<file path="config.mk">
export PLATFORM = sky130hd
export DESIGN_NAME = pcs_64b66b_frame_encoder
export DESIGN_NICKNAME = d
export VERILOG_FILES = /design/src/rtl/pcs_frm_pkg.sv /design/src/rtl/pcs_frm_front.sv /design/src/rtl/pcs_frm_queue.sv /design/src/rtl/pcs_frm_back.sv /design/src/rtl/pcs_64b66b_frame_encoder.sv
export SDC_FILE = /design/constraint.sdc
export NUM_CORES = 1
export LEC_CHECK = 0
export BUFFER_PORTS_ARGS = -buffer_cell sky130_fd_sc_hd__buf_2
export CAP_MARGIN = 20
export CELL_PAD_IN_SITES_DETAIL_PLACEMENT = 0
export CELL_PAD_IN_SITES_GLOBAL_PLACEMENT = 1
export CORE_AREA = 2 2 286 288
export CTS_CLUSTER_SIZE = 28
export DETAILED_ROUTE_END_ITERATION = 10
export DIE_AREA = 0 0 288 290
export MAX_ROUTING_LAYER = met4
export PLACE_DENSITY = 0.58
export REMOVE_ABC_BUFFERS = 1
export SLEW_MARGIN = 20
export SYNTH_ARGS = -nofsm -noshare
export SYNTH_HDL_FRONTEND = slang
export SYNTH_HIERARCHICAL = 1
export SYNTH_SLANG_ARGS = --single-unit
</file>
<file path="constraint.sdc">
create_clock -name aclk -period 9.6 [get_ports aclk]
set_input_delay 1.92 -clock aclk [delete_from_list [all_inputs] [get_ports aclk]]
set_output_delay 1.92 -clock aclk [all_outputs]
set_load 0.005 [all_outputs]
</file>
<file path="src/rtl/pcs_frm_pkg.sv">
// Shared types, block codes and constants for the 64b/66b frame encoder.
// No dependencies; imported by every module of the encoder.
package pcs_frm_pkg;

    // Field widths
    localparam int BYTE_W     = 8;
    localparam int BLOCK_W    = 64;
    localparam int SYNC_W     = 2;
    localparam int SCR_W      = 58;
    localparam int HELD_W     = 3;
    localparam int IDLE_CNT_W = 6;   // up to 31 full idles plus one extra
    localparam int CFG_IDX_W  = 2;
    localparam int CFG_DATA_W = 58;

    // Sync headers
    localparam logic [SYNC_W-1:0] SYNC_CTRL = 2'd1;
    localparam logic [SYNC_W-1:0] SYNC_DATA = 2'd2;

    // Control block type codes
    localparam logic [7:0] TYPE_IDLE        = 8'h1e;
    localparam logic [7:0] TYPE_START_SHORT = 8'h33;
    localparam logic [7:0] TYPE_START_LONG  = 8'h78;

    // Configuration register indexes
    localparam logic [CFG_IDX_W-1:0] CFG_GAP_BYTES = 2'd0;
    localparam logic [CFG_IDX_W-1:0] CFG_SCR_SEED  = 2'd1;

    // Reset values and limits
    localparam logic [7:0]       GAP_MIN    = 8'd12;
    localparam logic [7:0]       GAP_RESET  = 8'd12;
    localparam logic [SCR_W-1:0] SEED_RESET = {SCR_W{1'b1}};

    localparam int QUEUE_DEPTH_DEF = 2;

    // One configuration write
    typedef struct packed {
        logic                  vld;
        logic [CFG_IDX_W-1:0]  idx;
        logic [CFG_DATA_W-1:0] data;
    } cfg_wr_t;

    // Blocks caused by one input byte, in emission order:
    // idle blocks, then an optional start or data block, then an optional terminate
    typedef struct packed {
        logic [IDLE_CNT_W-1:0] idle_cnt;
        logic                  mid_vld;
        logic [SYNC_W-1:0]     mid_sync;
        logic [BLOCK_W-1:0]    mid_data;
        logic                  term_vld;
        logic [BLOCK_W-1:0]    term_data;
    } cmd_t;

    // Queue status toward front and back
    typedef struct packed {
        logic full;
        logic avail;
    } q_stat_t;

    // Back-end status
    typedef struct packed {
        logic busy;
        logic emit;
    } bk_stat_t;

    // Terminate block type for a tail of 0..7 bytes
    function automatic logic [7:0] term_type(input logic [HELD_W-1:0] tail);
        logic [7:0] t;
        case (tail)
            3'd0:    t = 8'h87;
            3'd1:    t = 8'h99;
            3'd2:    t = 8'haa;
            3'd3:    t = 8'hb4;
            3'd4:    t = 8'hcc;
            3'd5:    t = 8'hd2;
            3'd6:    t = 8'he1;
            default: t = 8'hff;
        endcase
        return t;
    endfunction

endpackage

</file>
<file path="src/rtl/pcs_frm_front.sv">
// Front end: accepts frame bytes, tracks gap and block assembly, and builds
// one block command per byte. Depends on pcs_frm_pkg.
module pcs_frm_front import pcs_frm_pkg::*; (
    input  logic               aclk,
    input  logic               aresetn,
    input  logic               s_valid,
    output logic               s_ready,
    input  logic [BYTE_W-1:0]  s_frame_byte,
    input  logic               s_last_byte,
    input  cfg_wr_t            cfg,
    input  q_stat_t            q_stat,
    output logic               push,
    output cmd_t               push_cmd
);

    logic [7:0]         gap_eff_reg;
    logic [7:0]         gap_left_reg;
    logic [BLOCK_W-1:0] word_reg;
    logic [HELD_W-1:0]  held_reg;
    logic               in_frame_reg;
    logic               short_reg;
    logic               sent_reg;

    logic [7:0]         gap_left_next;
    logic [BLOCK_W-1:0] word_next;
    logic [HELD_W-1:0]  held_next;
    logic               in_frame_next;
    logic               short_next;
    logic               sent_next;

    logic               acc;
    logic               gap_ge5;
    logic [HELD_W:0]    held_inc;
    logic [HELD_W:0]    need;
    logic [BLOCK_W-1:0] start_blk;
    logic [7:0]         cfg_gap_eff;

    assign s_ready = !q_stat.full;
    assign acc     = s_valid && s_ready;
    assign gap_ge5 = (gap_left_reg[2:0] >= 3'd5);

    assign cfg_gap_eff = (cfg.data[7:0] < GAP_MIN) ? GAP_MIN : cfg.data[7:0];

    // Classify the byte and build its block command
    always_comb begin
        gap_left_next      = gap_left_reg;
        word_next          = word_reg;
        held_next          = held_reg;
        in_frame_next      = in_frame_reg;
        short_next         = short_reg;
        sent_next          = sent_reg;
        push_cmd.idle_cnt  = '0;
        push_cmd.mid_vld   = 1'b0;
        push_cmd.mid_sync  = SYNC_CTRL;
        push_cmd.term_vld  = 1'b0;
        push_cmd.term_data = '0;

        // Frame start: drain the gap as idle blocks and pick the start type
        if (!in_frame_reg) begin
            push_cmd.idle_cnt = {1'b0, gap_left_reg[7:3]} + {{(IDLE_CNT_W-1){1'b0}}, gap_ge5};
            short_next        = (gap_left_reg[2:0] != 3'd0) && !gap_ge5;
            gap_left_next     = '0;
            in_frame_next     = 1'b1;
            sent_next         = 1'b0;
            word_next         = '0;
            held_next         = '0;
        end

        // Place the byte into its lane
        word_next = word_next | (BLOCK_W'(s_frame_byte) << {held_next, 3'b000});
        held_inc  = {1'b0, held_next} + 4'd1;
        need      = short_next ? 4'd3 : 4'd7;

        start_blk = short_next ? {word_next[23:0], 32'd0, TYPE_START_SHORT}
                               : {word_next[55:0], TYPE_START_LONG};
        push_cmd.mid_data = start_blk;

        // Start block once its lanes are full, data block every eight bytes
        if (!sent_next) begin
            if (held_inc >= need) begin
                push_cmd.mid_vld = 1'b1;
                word_next        = '0;
                held_inc         = '0;
                sent_next        = 1'b1;
            end
        end else if (held_inc[HELD_W]) begin
            push_cmd.mid_vld  = 1'b1;
            push_cmd.mid_sync = SYNC_DATA;
            push_cmd.mid_data = word_next;
            word_next         = '0;
            held_inc          = '0;
        end
        held_next = held_inc[HELD_W-1:0];

        // Frame end: flush an unfinished start block, then terminate
        if (s_last_byte) begin
            if (!sent_next) begin
                push_cmd.mid_vld = 1'b1;
                word_next        = '0;
                held_next        = '0;
            end
            push_cmd.term_vld  = 1'b1;
            push_cmd.term_data = {word_next[55:0], term_type(held_next)};
            gap_left_next      = gap_eff_reg - 8'd8 + {5'd0, held_next};
            word_next          = '0;
            held_next          = '0;
            in_frame_next      = 1'b0;
            sent_next          = 1'b0;
        end
    end

    assign push = acc && ((push_cmd.idle_cnt != '0) || push_cmd.mid_vld || push_cmd.term_vld);

    // Advance front state on each input transfer; take gap writes
    always_ff @(posedge aclk) begin
        if (!aresetn) begin
            gap_eff_reg  <= GAP_RESET;
            gap_left_reg <= GAP_RESET;
            word_reg     <= '0;
            held_reg     <= '0;
            in_frame_reg <= 1'b0;
            short_reg    <= 1'b0;
            sent_reg     <= 1'b0;
        end else begin
            if (cfg.vld && cfg.idx == CFG_GAP_BYTES) begin
                gap_eff_reg <= cfg_gap_eff;
                if (!in_frame_reg) begin
                    gap_left_reg <= cfg_gap_eff;
                end
            end else if (acc) begin
                gap_left_reg <= gap_left_next;
            end
            if (acc) begin
                word_reg     <= word_next;
                held_reg     <= held_next;
                in_frame_reg <= in_frame_next;
                short_reg    <= short_next;
                sent_reg     <= sent_next;
            end
        end
    end

endmodule

</file>
<file path="src/rtl/pcs_frm_queue.sv">
// Short command queue between the front and back ends.
// Depends on pcs_frm_pkg for the command type.
module pcs_frm_queue import pcs_frm_pkg::*; #(
    parameter int DEPTH = QUEUE_DEPTH_DEF
) (
    input  logic    aclk,
    input  logic    aresetn,
    input  logic    push,
    input  cmd_t    push_cmd,
    input  logic    pop,
    output cmd_t    head_cmd,
    output q_stat_t q_stat
);

    localparam int PTR_W = (DEPTH > 1) ? $clog2(DEPTH) : 1;
    localparam int CNT_W = $clog2(DEPTH + 1);

    cmd_t             slot_reg [DEPTH];
    logic [PTR_W-1:0] wr_ptr_reg;
    logic [PTR_W-1:0] rd_ptr_reg;
    logic [CNT_W-1:0] count_reg;

    assign q_stat.full  = (count_reg == CNT_W'(DEPTH));
    assign q_stat.avail = (count_reg != '0);
    assign head_cmd     = slot_reg[rd_ptr_reg];

    // Store a pushed command
    always_ff @(posedge aclk) begin
        if (push) begin
            slot_reg[wr_ptr_reg] <= push_cmd;
        end
    end

    // Advance pointers and occupancy
    always_ff @(posedge aclk) begin
        if (!aresetn) begin
            wr_ptr_reg <= '0;
            rd_ptr_reg <= '0;
            count_reg  <= '0;
        end else begin
            if (push) begin
                wr_ptr_reg <= (wr_ptr_reg == PTR_W'(DEPTH - 1)) ? '0 : wr_ptr_reg + 1'b1;
            end
            if (pop) begin
                rd_ptr_reg <= (rd_ptr_reg == PTR_W'(DEPTH - 1)) ? '0 : rd_ptr_reg + 1'b1;
            end
            if (push && !pop) begin
                count_reg <= count_reg + 1'b1;
            end else if (pop && !push) begin
                count_reg <= count_reg - 1'b1;
            end
        end
    end

endmodule

</file>
<file path="src/rtl/pcs_frm_back.sv">
// Back end: expands block commands into 66-bit blocks, scrambles them and
// holds each in the output register. Depends on pcs_frm_pkg.
module pcs_frm_back import pcs_frm_pkg::*; (
    input  logic               aclk,
    input  logic               aresetn,
    input  cfg_wr_t            cfg,
    input  cmd_t               head_cmd,
    input  q_stat_t            q_stat,
    output logic               pop,
    output bk_stat_t           bk_stat,
    output logic               m_valid,
    input  logic               m_ready,
    output logic [SYNC_W-1:0]  m_sync_hdr,
    output logic [BLOCK_W-1:0] m_coded_block,
    output logic               m_last_of_run
);

    logic                  active_reg;
    logic [IDLE_CNT_W-1:0] idle_left_reg;
    logic                  mid_pend_reg;
    logic [SYNC_W-1:0]     mid_sync_reg;
    logic [BLOCK_W-1:0]    mid_data_reg;
    logic                  term_pend_reg;
    logic [BLOCK_W-1:0]    term_data_reg;
    logic [SCR_W-1:0]      scram_reg;
    logic [SCR_W-1:0]      scram_next;
    logic                  m_valid_reg;
    logic [SYNC_W-1:0]     m_sync_reg;
    logic [BLOCK_W-1:0]    m_block_reg;
    logic                  m_last_reg;

    logic                  slot_free;
    logic                  emit;
    logic                  sel_idle;
    logic                  sel_mid;
    logic                  blk_last;
    logic [SYNC_W-1:0]     blk_sync;
    logic [BLOCK_W-1:0]    blk_data;
    logic [BLOCK_W-1:0]    scr_out;

    assign slot_free = !m_valid_reg || m_ready;
    assign emit      = active_reg && slot_free;
    assign pop       = !active_reg && q_stat.avail;

    assign bk_stat.busy = active_reg;
    assign bk_stat.emit = emit;

    // Pick the next block of the current command
    always_comb begin
        sel_idle = (idle_left_reg != '0);
        sel_mid  = !sel_idle && mid_pend_reg;
        if (sel_idle) begin
            blk_sync = SYNC_CTRL;
            blk_data = {56'd0, TYPE_IDLE};
            blk_last = (idle_left_reg == IDLE_CNT_W'(1)) && !mid_pend_reg && !term_pend_reg;
        end else if (sel_mid) begin
            blk_sync = mid_sync_reg;
            blk_data = mid_data_reg;
            blk_last = !term_pend_reg;
        end else begin
            blk_sync = SYNC_CTRL;
            blk_data = term_data_reg;
            blk_last = 1'b1;
        end
    end

    // Scramble 64 bits in parallel: out[i] = in[i] ^ out[i-39] ^ out[i-58],
    // where negative positions reach back into the scrambler history
    always_comb begin
        for (int i = 0; i < 39; i++) begin
            scr_out[i] = blk_data[i] ^ scram_reg[38 - i] ^ scram_reg[57 - i];
        end
        for (int i = 39; i < 58; i++) begin
            scr_out[i] = blk_data[i] ^ scr_out[i - 39] ^ scram_reg[57 - i];
        end
        for (int i = 58; i < BLOCK_W; i++) begin
            scr_out[i] = blk_data[i] ^ scr_out[i - 39] ^ scr_out[i - 58];
        end
        for (int j = 0; j < SCR_W; j++) begin
            scram_next[j] = scr_out[BLOCK_W - 1 - j];
        end
    end

    // Load commands and walk through their blocks
    always_ff @(posedge aclk) begin
        if (!aresetn) begin
            active_reg    <= 1'b0;
            idle_left_reg <= '0;
            mid_pend_reg  <= 1'b0;
            term_pend_reg <= 1'b0;
            scram_reg     <= SEED_RESET;
            m_valid_reg   <= 1'b0;
        end else begin
            if (pop) begin
                active_reg    <= 1'b1;
                idle_left_reg <= head_cmd.idle_cnt;
                mid_pend_reg  <= head_cmd.mid_vld;
                term_pend_reg <= head_cmd.term_vld;
            end else if (emit) begin
                if (sel_idle) begin
                    idle_left_reg <= idle_left_reg - 1'b1;
                end else if (sel_mid) begin
                    mid_pend_reg <= 1'b0;
                end else begin
                    term_pend_reg <= 1'b0;
                end
                if (blk_last) begin
                    active_reg <= 1'b0;
                end
            end

            if (cfg.vld && cfg.idx == CFG_SCR_SEED) begin
                scram_reg <= cfg.data[SCR_W-1:0];
            end else if (emit) begin
                scram_reg <= scram_next;
            end

            if (emit) begin
                m_valid_reg <= 1'b1;
            end else if (m_ready) begin
                m_valid_reg <= 1'b0;
            end
        end
    end

    // Command payload and output block
    always_ff @(posedge aclk) begin
        if (pop) begin
            mid_sync_reg  <= head_cmd.mid_sync;
            mid_data_reg  <= head_cmd.mid_data;
            term_data_reg <= head_cmd.term_data;
        end
        if (emit) begin
            m_sync_reg  <= blk_sync;
            m_block_reg <= scr_out;
            m_last_reg  <= blk_last;
        end
    end

    assign m_valid       = m_valid_reg;
    assign m_sync_hdr    = m_sync_reg;
    assign m_coded_block = m_block_reg;
    assign m_last_of_run = m_last_reg;

endmodule

</file>
<file path="src/rtl/pcs_64b66b_frame_encoder.sv">
// 64b/66b frame encoder top level: front end, command queue and back end.
// Depends on pcs_frm_pkg, pcs_frm_front, pcs_frm_queue and pcs_frm_back.
//
// Takes one Ethernet frame byte per transfer and sends scrambled 64b/66b
// blocks (sync header 1 for control, 2 for data). The front end accepts a
// byte every cycle while the command queue has room; the back end loads a byte's
// command, then moves one block per cycle into the output register while it is
// free, loading no new command before the last block, so the sustained rate
// is set by the back end's single block-per-cycle scrambler. A frame's first
// byte drains the whole interpacket gap as idle blocks, up to 32 of them; a
// one-byte frame adds its start and terminate blocks, 34 blocks in all. The
// configuration port never stalls; write gap_bytes (index 0) and
// scrambler_seed (index 1) only while the encoder is idle.
module pcs_64b66b_frame_encoder import pcs_frm_pkg::*; #(
    parameter int QUEUE_DEPTH = QUEUE_DEPTH_DEF
) (
    input  logic                  aclk,
    input  logic                  aresetn,
    input  logic                  s_valid,
    output logic                  s_ready,
    input  logic [BYTE_W-1:0]     s_frame_byte,
    input  logic                  s_last_byte,
    output logic                  m_valid,
    input  logic                  m_ready,
    output logic [SYNC_W-1:0]     m_sync_hdr,
    output logic [BLOCK_W-1:0]    m_coded_block,
    output logic                  m_last_of_run,
    input  logic                  cfg_valid,
    output logic                  cfg_ready,
    input  logic [CFG_IDX_W-1:0]  cfg_index,
    input  logic [CFG_DATA_W-1:0] cfg_data
);

    cfg_wr_t  cfg;
    q_stat_t  q_stat;
    bk_stat_t bk_stat;
    cmd_t     push_cmd;
    cmd_t     head_cmd;
    logic     push;
    logic     pop;

    // Configuration writes are always taken
    assign cfg_ready = 1'b1;
    assign cfg.vld   = cfg_valid;
    assign cfg.idx   = cfg_index;
    assign cfg.data  = cfg_data;

    pcs_frm_front u_front (
        .aclk         (aclk),
        .aresetn      (aresetn),
        .s_valid      (s_valid),
        .s_ready      (s_ready),
        .s_frame_byte (s_frame_byte),
        .s_last_byte  (s_last_byte),
        .cfg          (cfg),
        .q_stat       (q_stat),
        .push         (push),
        .push_cmd     (push_cmd)
    );

    pcs_frm_queue #(
        .DEPTH (QUEUE_DEPTH)
    ) u_queue (
        .aclk     (aclk),
        .aresetn  (aresetn),
        .push     (push),
        .push_cmd (push_cmd),
        .pop      (pop),
        .head_cmd (head_cmd),
        .q_stat   (q_stat)
    );

    pcs_frm_back u_back (
        .aclk          (aclk),
        .aresetn       (aresetn),
        .cfg           (cfg),
        .head_cmd      (head_cmd),
        .q_stat        (q_stat),
        .pop           (pop),
        .bk_stat       (bk_stat),
        .m_valid       (m_valid),
        .m_ready       (m_ready),
        .m_sync_hdr    (m_sync_hdr),
        .m_coded_block (m_coded_block),
        .m_last_of_run (m_last_of_run)
    );

    // Every block carries a legal sync header
    assert property (@(posedge aclk) disable iff (!aresetn)
        m_valid |-> (m_sync_hdr == SYNC_CTRL || m_sync_hdr == SYNC_DATA))
        else $error("illegal sync header on output block");

    // A transfer that is not the end of a run leaves more blocks pending
    assert property (@(posedge aclk) disable iff (!aresetn)
        (m_valid && m_ready && !m_last_of_run) |=> (m_valid || bk_stat.busy))
        else $error("run ended without a last block");

    // Reset empties the output register
    assert property (@(posedge aclk)
        !aresetn |=> !m_valid)
        else $error("output valid after reset");

    // The back end only loads a command when the queue holds one and it is idle
    assert property (@(posedge aclk) disable iff (!aresetn)
        pop |-> (q_stat.avail && !bk_stat.busy && !bk_stat.emit))
        else $error("command load while busy or queue empty");

endmodule

</file>
# --- Word-level counts from Yosys, hierarchy flattened ---
# Memory sizes are Yosys's and may differ from the RTL's. A register that Yosys moved wholly into a read port is not among the register bits.
# Cells that the tools add are included.
classes:
  addsub: 9
  mul: 0
  div_mod_pow: 0
  order_cmp: 3
  eq_ne: 13
  shifts: 1
  muxes: 65
  n_bitwise: 130
  reduce_logical: 44
ops:
  columns: ["operator", "n"]
  rows:
  - ["2-to-1 mux 64 bit", 8]
  - ["bitwise XOR 1 bit", 128]
  - ["2-to-1 mux 58 bit", 2]
  - ["2-to-1 mux 67 bit", 1]
  - ["2-to-1 mux 66 bit", 1]
  - ["2-to-1 mux 65 bit", 1]
  - ["OR 64 bit", 1]
  - ["<< shifter 8 x 6 -> 64 bit", 1]
  - ["2-to-1 mux 56 bit", 1]
  - ["one-hot mux 7 bit (7 select lines)", 1]
  - ["2-to-1 mux 8 bit", 6]
  - ["2-to-1 mux 1 bit", 30]
  - ["2-to-1 mux 3 bit", 8]
  - ["2-to-1 mux 6 bit", 4]
  - ["nonzero test 2 bit", 9]
  - ["logical AND 1 bit", 12]
  - ["nonzero test 6 bit", 2]
  - ["equality test 3 bit (second input constant)", 3]
  - ["zero test 1 bit", 9]
  - ["AND reduction 3 bit", 3]
  - ["adder 8 x 3 -> 8 bit", 1]
  - ["< comparator 8 x 4 -> 1 bit (second input constant)", 1]
  - ["!= test 2 bit (second input constant)", 4]
  - ["subtractor 8 x 4 -> 8 bit (second input constant)", 1]
  - ["other kinds (21)", 27]
totals:
  register_bits: 355
  latchBits: 0
  ram_bits: 276
  rom_bits: 0
  input_bits: 74
  output_inout_bits: 70
  word_cells: 288
  n_memories: 1
memory_table:
  columns: ["memory", "words", "width", "read_ports", "rd_ports_with_merged_regs", "write_ports", "line_no", "source"]
  rows:
  - ["u_queue.slot_reg", 2, 138, 1, 1, 1, "pcs_frm_queue.sv:18", "cmd_t slot_reg [DEPTH];"]

# --- Logic depth before layout (Yosys ltp) ---
# Gate-level depths: netlist of run 1.
logic_depth:
  word_depth: 19
  mapped_depth: 16
  mapped_depth_nobuf: 13

# --- Modules after synthesis ---
# The synthesis of run 1 kept the hierarchy.
by_module_without_submodules:
  columns: ["mod", "instances", "cells_each", "area_per_inst_um2", "seq_area_each_um2"]
  rows:
  - ["pcs_frm_back", 1, 957, 11846.4, 7277.0]
  - ["pcs_frm_queue", 1, 451, 10224.8, 8388.0]
  - ["pcs_frm_front", 1, 784, 5760.5, 1721.7]
  - ["pcs_64b66b_frame_encoder", 1, 2, 11.3, 0.0]

# --- Worst setup path before layout of run 1 ---
# No wires, ideal clock.
synth_timing:
  kind: "input-to-reg"
  start: "in s_valid"
  end: "mem u_queue/slot_reg[0][0] (netlist name) (enable)"
  arrival_time_ns: 8.675
  slack_ns: 0.272
  path_stages: 4
  path_cell_list: "nand2_1 clkbuf_1 a31oi_1 nor2b_1"
synth_via:
  elab_chain_len: 4
synth_lines:
  columns: ["element", "line_no", "source"]
  rows:
  - ["start, declared", "pcs_64b66b_frame_encoder.sv:19", "input logic s_valid,"]
  - ["logical AND 1 bit", "pcs_frm_front.sv:39", "assign acc = s_valid && s_ready;"]
  - ["logical AND 1 bit", "pcs_frm_front.sv:112", "assign push = acc && ((push_cmd.idle_cnt != '0) || push_cmd.mid_vld || push_cmd.term_vld);"]
  - ["named net push", "pcs_64b66b_frame_encoder.sv:39", "logic push;"]
  - ["2-to-1 mux 1 bit", "pcs_frm_queue.sv:29", "if (push) begin"]
  - ["2-to-1 mux 1 bit (implied by the code)", "pcs_frm_queue.sv:30", "slot_reg[wr_ptr_reg] <= push_cmd;"]
  - ["end, declared", "pcs_frm_queue.sv:18", null]
# The timed path passes the listed nets, and every way through them passes these cells.

# --- Final worst setup path of run 1 ---
layout_timing:
  start: "reg u_front.in_frame_reg"
  end: "mem u_queue/slot_reg[1][30] (netlist name) (enable)"
layout_via:
  elab_chain_len: 12
  word_cells_on_any_way: 19
  classes_between: "add/sub: 1; order compare: 1; mux: 13; reduce/logical: 4"
layout_lines:
  columns: ["element", "line_no", "source"]
  rows:
  - ["start, declared", "pcs_frm_front.sv:20", "logic in_frame_reg;"]
  - ["start signal, assigned", "pcs_frm_front.sv:136", "in_frame_reg <= in_frame_next;"]
  - ["2-to-1 mux 3 bit / 2-to-1 mux 1 bit (equally long branches)", "pcs_frm_front.sv:59", "if (!in_frame_reg) begin"]
  - ["adder 3 x 1 -> 4 bit / 2-to-1 mux 3 bit (equally long branches)", "pcs_frm_front.sv:71, pcs_frm_front.sv:72", null]
  - [">= comparator 4 x 3 -> 1 bit", "pcs_frm_front.sv:80", "if (held_inc >= need) begin"]
  - ["2-to-1 mux 1 bit", "pcs_frm_front.sv:80", null]
  - ["2-to-1 mux 1 bit", "pcs_frm_front.sv:79", "if (!sent_next) begin"]
  - ["2-to-1 mux 1 bit", "pcs_frm_front.sv:97", "if (!sent_next) begin"]
  - ["2-to-1 mux 1 bit", "pcs_frm_front.sv:96", "if (s_last_byte) begin"]
  - ["logical OR 1 bit (*) (2 in series)", "pcs_frm_front.sv:112", null]
  - ["logical AND 1 bit (*)", "pcs_frm_front.sv:112", null]
  - ["named net push", "pcs_64b66b_frame_encoder.sv:39", null]
  - ["2-to-1 mux 1 bit (*)", "pcs_frm_queue.sv:29", null]
  - ["2-to-1 mux 1 bit (implied by the code) (*)", "pcs_frm_queue.sv:30", null]
# Mark *: on every way through the listed nets, which the timed path passes. The rest lies on a longest branch.

==> impl_metrics.toml, run 1 <==
[status]
status = "finished clean"

[clocking]
tritoncts = "built"
numCtsBuffers = 69
cts_max_level = 3
post_cts_buffers = 0
cts_buffer_depth = 3
cts.sinks = 632
post_cts_resized = 0
cts_hold_buf = 0
cts_root_buffer = "clkbuf_16"
path_clk_slew_ps = 60
insertion_delay_ps = 600

[yosys]
synth_area_sq_um = 27800
yosysWarnings = 6
syn_inst = 2192
syn_area_per_cell_sq_um = 12.7

[power]
power_density_nw_per_um2 = 329
p_total_mw = 10.4
p_sw_mw = 3.46
vdd_ir_drop_max_v = 0.000129
power.share.combinational = 0.310
p_int_mw = 6.95
leakagePower_nw = 10.8
pwr-share-seq = 0.430
p_clk_frac = 0.261
p_sw_frac = 0.333

[die]
die_area_sq_um = 83500
start_util = 0.347
core_area_sq_um = 80200
row_count = 104
fp.dieW_microns = 288
io_pins = 144
die-height_microns = 290

[global_routing]
antenna_found_initial = 4
grtUsageTotal = 0.194
grt_pass1_wl_mm = 117
gr-total-overflow = 0
grt_pass1_vias = 17200
grt_max_degree = 140

[critical_path]
end_kind = "flip-flop"
cp_max_fo = 81
critical_path_class = "flip-flop to flip-flop"
cp.arrival_ps = 5030
start_kind = "flip-flop"
cp.required_ps = 9820

[layout]
fin_nets = 2378
finalInstanceArea_sq_um = 31600
area_delta_synth_final_pct = 13.6
layout-drive-gt1-share = 0.200
final_common_cell = "edfxtp_1"
fin_cells = 3401
largest_reg_flops = 276
most-common-layout-cells = "edfxtp_1 (473), nor2_1 (207), dfxtp_1 (156)"
post-route-util = 0.394

[sta]
fin_ws_ps = 4790
holdWs_ps = 465
setup-tns-final_ps = 0
skew_ps = 27.8
slew_headroom = 0.254
hold_violations = 0
worst_slew_pin_slew_ps = 1120
fin_crit_ps = 4810
fmax_mhz = 208
finalCritPeriodShare = 0.501
rsz0062_at_grt = "false"
slew_viol_final = 0
setup_viol = 0

[drt]
vias = 17600
drt_iter0_drc = 1273
routed_wl_mm = 79.9
drt-pass1-iter-count = 5
wl_per_cell_microns = 23.5
drcViolationCount = 0
postRouteAntennaNets = 0
detail_route.vias_per_cell = 5.18

[min_path]
min_path_type = "flip-flop to flip-flop"

[placed_design]
dp_slack_ps = 4790
portBuffers = 142
place_inst = 3273
place_area_sq_um = 29300
hpwlAfterDp_mm = 54.1
place.gp.congestion = 0.815

[run]
drv_cap = 0
-- final cells by class --
cell class | instances | area [sq um]
multi-input cells | 1392 | 9550
inverters | 17 | 71.3
clock buffers | 91 | 1910
fillers | 7639 | 48600
well taps | 1060 | 1330
repair buffers | 173 | 956
flip-flops and latches | 632 | 17400
diodes | 2 | 5.00
clock inverters | 34 | 387
-- metal layers --
metal	vias up	track usage	wire (microns)
li1	8251	-	-
met4	0	0.0579	1870
met3	108	0.0216	3700
met2	464	0.294	36600
met1	8779	0.274	37700
met5	-	-	0
-- power by group through the flow --
stage	Sequential, mW	Combinational, mW	Clock [mW]
global route	4.56	3.53	2.88
CTS	4.49	3.26	2.79
global placement	4.52	3.24	0
floorplan	4.53	2.10	0
detailed placement	4.54	3.25	0
finish	4.48	3.23	2.71
-- final timing paths --
| check | start | end | slack (ps) | depth (start not counted) |
|---|---|---|---|---|
| hold reg to reg | u_front/gap_eff_reg[0] | u_front/gap_eff_reg[0] | 470 | 2 |
| setup reg to reg | u_front/in_frame_reg | u_queue/slot_reg[1][30] | 4790 | 11 |
| hold / removal | u_front/gap_eff_reg[0] | u_front/gap_eff_reg[0] | 470 | 2 |
| setup / recovery | u_front/in_frame_reg | u_queue/slot_reg[1][30] | 4790 | 11 |
-- worst max-delay path, cell delays in order, from the launching register on --
cell and delay, ps:
dfxtp_2 520, buf_4 720, nand2_1 220, inv_1 110, ha_1 210, xnor2_1 110, ha_1 300, a21o_1 140
a21oi_1 150, a31oi_1 400, and2_4 690, buf_4 750
No activity file was read; power rests on OpenSTA's default activity.
==> inputs of run 2 (changes only) <==
Clock period 9.6 ns to 4.2 ns, I/O delays scaled along.
==> run 2 against run 1 <==
  * Final cell count up 0.62%
  * Wire length up 2.0%
  * Total power up 130%
  * Critical path depth down 1
  * Critical path type unchanged
  * Combinational power up 140%
  * Non-clock buffer count up 23
  * Maximum frequency up 45%
  * Critical endpoint is now u_queue/slot_reg[1][82]
  * Clock power up 110%
  * Clock skew down 9.5 ps
  * Sequential share of layout area down 0.15 points
  * Count of clock-buffer cells in the layout down 1
  * First-iteration DRC count up 20%
  * Highest routed layer unchanged
==> impl_metrics.toml, run 2 (synthesis gave the netlist of run 1 again) <==
[clocking]
numCtsBuffers = 68
post_cts_buffers = 0
cts_buffer_depth = 3
cts_root_buffer = "clkbuf_16"
cts_max_level = 3
cts.sinks = 632
cts_hold_buf = 0
post_cts_resized = 0
insertion_delay_ps = 620
path_clk_slew_ps = 60
tritoncts = "built"

[critical_path]
cp.arrival_ps = 3620
cpPeakStageDelay_ps = 630
crit_top_cell = "ha_1"
crit_slowest_cell = "dfxtp_1"
cp_max_fo = 50
cp.required_ps = 4490
critical_path_class = "flip-flop to flip-flop"
ff2ff_path_depth = 10
start_kind = "flip-flop"
end_kind = "flip-flop"
path_cells = "nand2_1, inv_1, ha_1, xnor2_1, ha_1, a21o_1, a21oi_1, a31oi_1, and2_4, buf_12"

[run]
drv_cap = 0

[placed_design]
place.gp.congestion = 0.822
portBuffers = 142
hpwlAfterDp_mm = 55.8

[die]
die-height_microns = 290
core_area_sq_um = 80200
start_util = 0.347
io_pins = 144
fp.dieW_microns = 288
die_area_sq_um = 83500
row_count = 104

[sta]
slew_viol_final = 0
setup_viol = 0
worst_slew_pin_slew_ps = 1170
skew_ps = 18.3
fmax_mhz = 301
holdWs_ps = 469
fin_crit_ps = 3320
finalCritPeriodShare = 0.792
slew_headroom = 0.219
hold_violations = 0
rsz0062_at_grt = "false"

[drt]
detail_route.vias_per_cell = 5.22
vias = 17900
drt_iter0_drc = 1529
routed_wl_mm = 81.5
wl_per_cell_microns = 23.8
drcViolationCount = 0
postRouteAntennaNets = 0
drt-pass1-iter-count = 5

[power]
leakagePower_nw = 10.9
p_total_mw = 23.5
vdd_ir_drop_max_v = 0.000440
power_density_nw_per_um2 = 742

[layout]
area_delta_synth_final_pct = 13.9
layout-drive-gt1-share = 0.205
final_common_cell = "edfxtp_1"
fin_nets = 2400
post-route-util = 0.395
largest_reg_flops = 276
most-common-layout-cells = "edfxtp_1 (473), nor2_1 (207), dfxtp_1 (156)"

[global_routing]
antenna_found_initial = 5
grtUsageTotal = 0.198
grt_pass1_wl_mm = 120
grt_pass1_vias = 17600
grt_max_degree = 136
gr-total-overflow = 0

[min_path]
holdPathStages = 3
min_path_type = "primary input to flip-flop"

[status]
status = "finished clean"
run 2: final cells by class:
type | instances | area, sq um
fillers | 7593 | 48500
flip-flops and latches | 632 | 17400
multi-input cells | 1392 | 9550
clock buffers | 90 | 1810
well taps | 1060 | 1330
repair buffers | 196 | 1280
clock inverters | 33 | 251
inverters | 17 | 71.3
diodes | 2 | 5.00
run 2: per-layer routing:
metal,part of all wire,global-route usage,routed length (microns)
met1,0.46,0.278,37900
met4,0.017,0.0460,1410
met3,0.052,0.0254,4260
met2,0.47,0.305,38000
met5,0,-,0
run 2: power by group:
group | switching [mW] | internal (mW) | leakage [nW]
combinational | 4.59 | 3.07 | 4.09
sequential | 0.980 | 9.22 | 5.77
clock | 2.51 | 3.14 | 1.01
total | 8.08 | 15.4 | 10.9
run 2: metrics by stage:
step | std cells | TNS (ps) | setup WS, ps | instance area, sq um
floorplan | 2041 | -1415180 | -6340 | 27000
global placement | 3297 | 0 | 933 | 29600
detailed placement | 3297 | 0 | 878 | 29600
CTS | 3420 | 0 | 868 | 31700
global route | 3422 | 0 | 622 | 31700
finish | 3422 | 0 | 875 | 31700
run 2: worst max-delay path: cells and delay by family, from the launching register on:
kind | cells | cell delay [ps]
buf+inv | 2 | 420
fa+ha+maj | 2 | 500
flops | 1 | 630
compound gates | 3 | 650
xor+xnor | 1 | 110
simple gates | 2 | 620
run 2: path summary, 6_finish.rpt:
path | startpoint | end | slack (ps)
max | u_front/held_reg[0] | u_queue/slot_reg[1][82] | 880
min | cfg_data[19] | u_back/scram_reg[19] | 470
max reg2reg | u_front/held_reg[0] | u_queue/slot_reg[1][82] | 880
min reg2reg | u_front/gap_eff_reg[7] | u_front/gap_eff_reg[7] | 470
==> inputs of run 3 (changes only) <==
Settings changed: ABC_AREA from default to 1, CORE_AREA 2 2 286 288 to 2 2 287 289, DIE_AREA 0 0 288 290 to 0 0 289 291, PLACE_DENSITY 0.58 to 0.6.
Clock period 4.2 ns to 2.75 ns, I/O delays scaled along.
==> run 3 against run 2 <==
  * Global-route usage increased by 0.94 points
  * Synthesized area increased by 0.69%
  * Combinational power increased by 64%
  * Non-clock buffer count increased by 59
  * Critical path type unchanged
  * Total power increased by 57%
  * Die area increased by 0.69%
  * Largest power group unchanged
  * Setup slack got worse by 710 ps
==> impl_metrics.toml, run 3 <==
[status]
status = "finished clean"

[layout]
layout-drive-gt1-share = 0.203
multi_input_area_sq_um = 9270
fin_nets = 2914
most-common-layout-cells = "nand2_1 (707), edfxtp_1 (473), inv_1 (167)"
finalInstanceArea_sq_um = 32900
seq_area_sq_um = 17400
area_delta_synth_final_pct = 17.3
largest_reg_flops = 276
final_common_cell = "nand2_1"
fillers = 7866

[critical_path]
start_kind = "flip-flop"
cp_max_fo = 3
cp.arrival_ps = 3120
cp.required_ps = 3290
end_kind = "flip-flop"
critical_path_class = "flip-flop to flip-flop"
ff2ff_path_depth = 16

[sta]
finalCritPeriodShare = 0.940
worst_slew_pin_slew_ps = 956
fin_ws_ps = 166
fin_crit_ps = 2580
slew_viol_final = 0
skew_ps = 29.4
setup_viol = 0
slew_headroom = 0.358
holdWs_ps = 169
setup-tns-final_ps = 0
hold_violations = 0
fmax_mhz = 387
rsz0062_at_grt = "false"

[die]
row_count = 105
io_pins = 144
die_area_sq_um = 84100
fp.dieW_microns = 289
core_area_sq_um = 81200
start_util = 0.345
die-height_microns = 291

[power]
p_total_mw = 36.8
p_clk_frac = 0.250
p_sw_mw = 13.1
power_density_nw_per_um2 = 1120
pwr-share-seq = 0.407
p_sw_frac = 0.357
power.share.combinational = 0.343
leakagePower_nw = 12.6
p_int_mw = 23.7
vdd_ir_drop_max_v = 0.000661

[placed_design]
place.gp.congestion = 0.840
hpwlAfterDp_mm = 60.7
dp_slack_ps = 131
portBuffers = 142
place_area_sq_um = 30600

[clocking]
path_clk_slew_ps = 60
insertion_delay_ps = 610
cts.sinks = 632
cts_root_buffer = "clkbuf_16"
post_cts_buffers = 0
cts_max_level = 3
tritoncts = "built"
numCtsBuffers = 72
cts_buffer_depth = 3

[global_routing]
grt_max_degree = 119
grt_pass1_wl_mm = 126
grtUsageTotal = 0.207
antenna_found_initial = 4
grt_pass1_vias = 19100
gr-total-overflow = 0

[drt]
routed_wl_mm = 85.7
drcViolationCount = 0
drt_iter0_drc = 1622
detail_route.vias_per_cell = 5.01
postRouteAntennaNets = 0
vias = 19800
wl_per_cell_microns = 21.7
drt-pass1-iter-count = 5

[yosys]
yosysWarnings = 6
syn_area_per_cell_sq_um = 10.7
syn_inst = 2621
synth_area_sq_um = 28000

[min_path]
min_path_type = "primary input to flip-flop"
holdPathStages = 3

[run]
drv_cap = 0
run 3: path summary, 6_finish.rpt:
kind                                               from                    to  slack, ps
worst max-delay path            u_front/gap_left_reg[0]  u_queue/count_reg[1]        170
worst min-delay path                       cfg_data[28]  u_back/scram_reg[28]        170
worst max register to register  u_front/gap_left_reg[0]  u_queue/count_reg[1]        170
worst min register to register     u_front/word_reg[34]  u_front/word_reg[34]        460
run 3: repair_timing:
item	4_1_cts	5_1_grt
hold buffers	0	0
endpoints found under the setup margin	0	110
gates resized for setup	0	6
run 3: power groups by stage:
stage	combinational [mW]	clock [mW]	sequential, mW
2_1_floorplan	6.56	0	14.7
3_3_place_gp	12.6	0	15.1
3_5_place_dp	12.7	0	15.2
4_1_cts	12.8	9.43	15.0
5_1_grt	13.9	9.84	15.2
6_report	12.6	9.22	15.0
run 3: through the flow:
| stage | instances | utilization |
|---|---|---|
| 6_report | 3949 | 0.405 |
| 5_1_grt | 3949 | 0.405 |
| 4_1_cts | 3947 | 0.405 |
| 3_5_place_dp | 3816 | 0.377 |
| 3_3_place_gp | 3816 | 0.377 |
| 2_1_floorplan | 2491 | - |
run 3: worst max-delay path, cell delays in order (launching register included):
cell     delay [ps]
dfxtp_1         310
o21ai_1         170
inv_1            60
ha_1            210
ha_1            220
or2_2           270
nand3_1          90
nand3_1         100
nor3_2          210
nor2_2           70
buf_4           140
ha_1            300
inv_1            90
nand3_1          80
nand2_1          60
inv_1            40
nor2_1           80
run 3: metal layers:
layer  GRT usage  share of wire  up-vias
met2       0.310           0.45      558
li1            -              -     9435
met4      0.0529          0.018        0
met1       0.298           0.47     9712
met5           -              0        -
met3      0.0265          0.054       91
run 3: layout make-up:
| type | instances | area share |
|---|---|---|
| Timing Repair inverter | 1 | 0.000152 |
| Tap cell | 1070 | 0.0407 |
| Clock buffer | 98 | 0.0614 |
| Antenna cell | 1 | 0.0000761 |
| Clock inverter | 33 | 0.00716 |
| Inverter | 185 | 0.0213 |
| Multi-Input combinational cell | 1674 | 0.282 |
| Timing Repair Buffer | 255 | 0.0581 |
| Sequential cell | 632 | 0.529 |
